File: src/rtl/unique_color_filter_core_defines.svh
// Assertion macros shared by the unique colour filter RTL.
`ifndef UNIQUE_COLOR_FILTER_CORE_DEFINES_SVH
`define UNIQUE_COLOR_FILTER_CORE_DEFINES_SVH

// A condition that must hold at every clock edge out of reset.
`define UCF_ASSERT_HOLDS(label, cond, msg) \
  label: assert property (@(posedge clk) disable iff (!rst_n) (cond)) else $error(msg);

// A condition that must hold in the cycle after the trigger.
`define UCF_ASSERT_NEXT(label, trig, cons, msg) \
  label: assert property (@(posedge clk) disable iff (!rst_n) (trig) |=> (cons)) \
    else $error(msg);

`endif

File: src/rtl/ucf_pkg.sv
// Shared constants of the unique colour filter.
package ucf_pkg;

  // Width of one input colour channel.
  localparam int unsigned CHAN_W = 8;
  // Width of one quantised output level.
  localparam int unsigned OUT_W = 7;
  // The visited bitmap is stored as bytes.
  localparam int unsigned BYTE_W = 8;
  localparam int unsigned BIT_IDX_W = 3;
  // Entries in the queue between front and back.
  localparam int unsigned QUEUE_DEPTH = 2;

endpackage

File: src/rtl/ucf_queue.sv
// Short FIFO that decouples the front end from the bitmap back end.
`include "unique_color_filter_core_defines.svh"

module ucf_queue #(
  parameter int unsigned WIDTH = 21
) (
  input  logic             clk,
  input  logic             rst_n,
  input  logic             push,
  input  logic [WIDTH-1:0] wdata,
  input  logic             pop,
  output logic [WIDTH-1:0] rdata,
  output logic             full,
  output logic             empty
);
  import ucf_pkg::*;

  localparam int unsigned PTR_W = (QUEUE_DEPTH > 1) ? $clog2(QUEUE_DEPTH) : 1;
  localparam int unsigned CNT_W = $clog2(QUEUE_DEPTH + 1);

  logic [WIDTH-1:0] slot_r [QUEUE_DEPTH];
  logic [PTR_W-1:0] wr_ptr_r, wr_ptr_nxt;
  logic [PTR_W-1:0] rd_ptr_r, rd_ptr_nxt;
  logic [CNT_W-1:0] count_r, count_nxt;

  assign full  = (count_r == CNT_W'(QUEUE_DEPTH));
  assign empty = (count_r == '0);
  assign rdata = slot_r[rd_ptr_r];

  always_comb begin
    wr_ptr_nxt = wr_ptr_r;
    rd_ptr_nxt = rd_ptr_r;
    count_nxt  = count_r;
    if (push) begin
      wr_ptr_nxt = (wr_ptr_r == PTR_W'(QUEUE_DEPTH - 1)) ? '0 : wr_ptr_r + PTR_W'(1);
    end
    if (pop) begin
      rd_ptr_nxt = (rd_ptr_r == PTR_W'(QUEUE_DEPTH - 1)) ? '0 : rd_ptr_r + PTR_W'(1);
    end
    if (push && !pop) begin
      count_nxt = count_r + CNT_W'(1);
    end else if (pop && !push) begin
      count_nxt = count_r - CNT_W'(1);
    end
  end

  always_ff @(posedge clk) begin
    if (!rst_n) begin
      wr_ptr_r <= '0;
      rd_ptr_r <= '0;
      count_r  <= '0;
    end else begin
      wr_ptr_r <= wr_ptr_nxt;
      rd_ptr_r <= rd_ptr_nxt;
      count_r  <= count_nxt;
    end
  end

  always_ff @(posedge clk) begin
    if (push) begin
      slot_r[wr_ptr_r] <= wdata;
    end
  end

  `UCF_ASSERT_HOLDS(a_no_push_when_full, !(push && full), "queue written while full")
  `UCF_ASSERT_HOLDS(a_no_pop_when_empty, !(pop && empty), "queue read while empty")
endmodule

File: config.mk
export PLATFORM = sky130hd
export DESIGN_NAME = ucf_queue
export DESIGN_NICKNAME = d
export VERILOG_FILES = /design/src/rtl/ucf_pkg.sv /design/src/rtl/ucf_queue.sv
export VERILOG_INCLUDE_DIRS = /design/src /design/src/rtl
export SDC_FILE = /design/constraint.sdc
export NUM_CORES = 1
export LEC_CHECK = 0
export BUFFER_PORTS_ARGS = -buffer_cell sky130_fd_sc_hd__buf_2
export CAP_MARGIN = 10
export CORE_MARGIN = 2
export CORE_UTILIZATION = 43
export CTS_CLUSTER_DIAMETER = 40
export DETAILED_ROUTE_END_ITERATION = 8
export GPL_TIMING_DRIVEN = 0
export HOLD_SLACK_MARGIN = 0.05
export PLACE_DENSITY = 0.7
export RECOVER_POWER = 25
export SETUP_SLACK_MARGIN = 0.1
export SYNTH_ARGS = -nofsm -noshare
export SYNTH_HDL_FRONTEND = slang
export SYNTH_SLANG_ARGS = --single-unit
File: constraint.sdc
create_clock -name clk -period 1.77 [get_ports clk]
set_clock_uncertainty 0.15 [all_clocks]
set_input_delay 0.2655 -clock clk [delete_from_list [all_inputs] [get_ports clk]]
set_output_delay 0.2655 -clock clk [all_outputs]
set_load 0.01 [all_outputs]
==> summary.txt <==
Logic synthesis
  • Async set or reset register ratio after synthesis: 0%
  • Synth Net Count: 113
  • Flops & latches, synth: 47
  • Leading area contributor after synthesis: edfxtp_1
  • Library cells used by synthesis: 16
  • Post-synth top area share: 73.0%
  • Post-synth EDFFs: 42
  • Synthesized area: 0.00173 mm2
  • Seq/Total Area, Yosys: 78.8%
  • Synth Flop Type: edfxtp_1
  • Commonest cells in the netlist: edfxtp_1, mux2_2, dfxtp_1
  • Most numerous cell in the Yosys netlist: edfxtp_1
  • Warnings from Yosys: 0
  • Top area cells in the synthesized netlist: edfxtp_1, mux2_2, dfxtp_1, and2_1, xor2_1
  • Mapped Avg Cell Area: 19.8 um2
  • Post-Syn Instances: 87

Timing
  • Final hold viol count: 0
  • Period utilization: 96.6%
  • Slew HR: 58.3%
  • RSZ-0062 raised after global routing: yes
  • F_max: 0.585 GHz
  • Worst slew pin tran: 0.624 ns
  • Hold WS: 0.0746 ns
  • Fin. max-slew vios: 0
  • Final Critical Period: 1.71 ns
  • Setup Viol. Count Final: 0

Outcome
  • Outcome: complete, no violations

Power
  • Cell Pwr Density: 967 mW/mm2
  • Peak VDD IR: 0.000732 V
  • Static leakage: 0.000897 uW

Clock tree
  • Worst-Skew Late Latency: 0.29 ns
  • Worst-path clk slew: 0.08 ns
  • Root buf cell: clkbuf_8
  • Clock H-tree levels: 2
  • TritonCTS Sinks: 47
  • Post-CTS Setup Bufs: 0
  • CTS tree: yes
  • Num CTS Buffers: 5
  • Clk buf depth: 2

Placed design
  • Number of port buffers: 47
  • GPL Wtd Cong: 0.627
  • Placed Cells: 184
  • DP Wirelength: 1.91 mm

GRT
  • Overflow after GRT: 0
  • Vias in the first global route: 1002
  • Total GRT Usage: 13.8%
  • Largest net degree at the start of global routing: 23
  • Initial antenna violation count: 0
  • First-pass GRT wire length: 4.40 mm

Die
  • Site Rows: 23
  • IO Pins: 48
  • Core region area: 0.00394 mm2
  • Initial Util: 43.8%
  • Die H: 67.4 um
  • Die Footprint: 0.00454 mm2
  • Die Wd: 67.4 um

Setup path
  • Worst-path maximum fanout: 10
  • Critical path capture point type: output port
  • Reg2reg setup slack: 0.36 ns
  • Cells on worst reg2reg path: 1
  • Worst setup SP type: register
  • CP Class: reg -> out
  • CP Data Required Time: 1.35 ns
  • Worst r2r src: wr_ptr_r$_SDFFE_PN0P_
  • FF-to-FF End: slot_r[1][3]$_DFFE_PP_
  • Arr. time, crit path: 1.29 ns

Routing
  • DR iter-0 viols: 24
  • Remaining antenna violation count: 0
  • Post-route DRC violation count: 0
  • Vias per inst: 4.51
  • Pre-antenna DRT Iters: 4
  • DR WL/cell: 13.6 um
  • Total number of vias: 960
  • Total routed wirelength: 2.89 mm

Worst hold path
  • Min-Delay Endpoint: wr_ptr_r$_SDFFE_PN0P_
  • Hold depth: 2
  • Min-delay src: rst_n
  • Hold Crit Class: in -> reg

Cells and area
  • Antenna Cells: 0
  • Fill cells: 313
  • Post-route insts no fill: 213
  • Final nets: 188
  • Share of layout cells above drive strength 1: 45.4%
  • Area growth syn-to-layout: 36.6%

Run
  • Max_cap viols: 0
-- worst max path at each step --
| stage | endpoint | slack, ns | cells after the start |
|---|---|---|---|
| after floorplan | slot_r[0][0]$_DFFE_PP_ | 0.32 | 1 |
| after global placement | slot_r[0][8]$_DFFE_PP_ | -0.04 | 2 |
| after detailed placement | slot_r[0][12]$_DFFE_PP_ | -0.07 | 2 |
| after CTS | rdata[13] | 0.05 | 3 |
| after global routing | rdata[13] | 0.006 | 3 |
| final | rdata[19] | 0.06 | 3 |
-- critical path, cell delays in order, from the launching register on --
cell and delay (ns):
dfxtp_4 0.38, buf_8 0.14, mux2_2 0.33, buf_2 0.14
-- power by group --
part | switching, uW | internal (uW) | total (uW)
clock network | 318 | 356 | 674
logic | 136 | 169 | 306
registers | 24.5 | 1280 | 1300
-- cell families after synthesis --
logic type,after synthesis,synth area share [%]
buffers and inverters,3,0.797
flip-flops,47,78.8
multiplexers,21,13.7
AO/OA/AOI/OAI,3,1.16
XOR/XNOR,3,1.52
adder cells (fa/ha/maj),1,0.725
AND/OR/NAND/NOR,9,3.26
-- flip-flops by register name, summed over array words and instances (netlist names), named ones only --
| signal | cells |
|---|---|
| slot_r | 42 |
| count_r | 2 |
| wr_ptr_r | 1 |
| rd_ptr_r | 1 |
-- stage by stage --
| step | cell area [um2] | setup TNS [ns] | setup WS [ns] | total power, uW | utilization [%] |
|---|---|---|---|---|---|
| floorplan | 1730 | 0 | 0.320 | 1470 | - |
| global placement | 2030 | -0.839 | -0.0404 | 1570 | 51.4 |
| detailed placement | 2030 | -1.53 | -0.0733 | 1590 | 51.4 |
| CTS | 2370 | 0 | 0.0498 | 2310 | 60.0 |
| global route | 2360 | 0 | 0.00564 | 2380 | 59.8 |
| finish | 2360 | 0 | 0.0603 | 2280 | 59.8 |
-- cells in the final DEF (no fill, tap or decap), types with 2 or more instances in the layout --
cell type	Yosys	layout
dlygate4sd3_1	0	21
buf_2	2	38
mux2_2	21	21
dfxtp_1	5	4
and2_0	0	3
clkbuf_8	0	7
buf_8	0	2
xor2_1	2	2
clkbuf_1	0	8
clkbuf_2	0	2
edfxtp_1	42	42
-- per-layer routing --
metal	global-route usage, %	vias to the layer above	wire length, um
li1	-	478	-
met1	14.5	457	1070
met2	25.4	22	1670
met3	5.00	3	125
met4	4.59	0	26
met5	0	-	0
-- final cells by class --
cell class	instances	area, um2	area share [%]
Sequential cell	47	1370	57.9
Clock buffer	8	100	4.24
Buffer	2	30.0	1.27
Tap cell	50	62.6	2.65
Timing Repair Buffer	68	437	18.5
Multi-Input combinational cell	37	360	15.3
Inverter	1	3.75	0.159
-- what timing repair did --
action | in CTS | in global routing
hold endpoints to repair | 42 | 0
hold buffers | 21 | 0
gates resized for setup | 10 | 0
endpoints found under the setup margin | 62 | 20
Note: power is estimated with default switching activity, not from simulation.
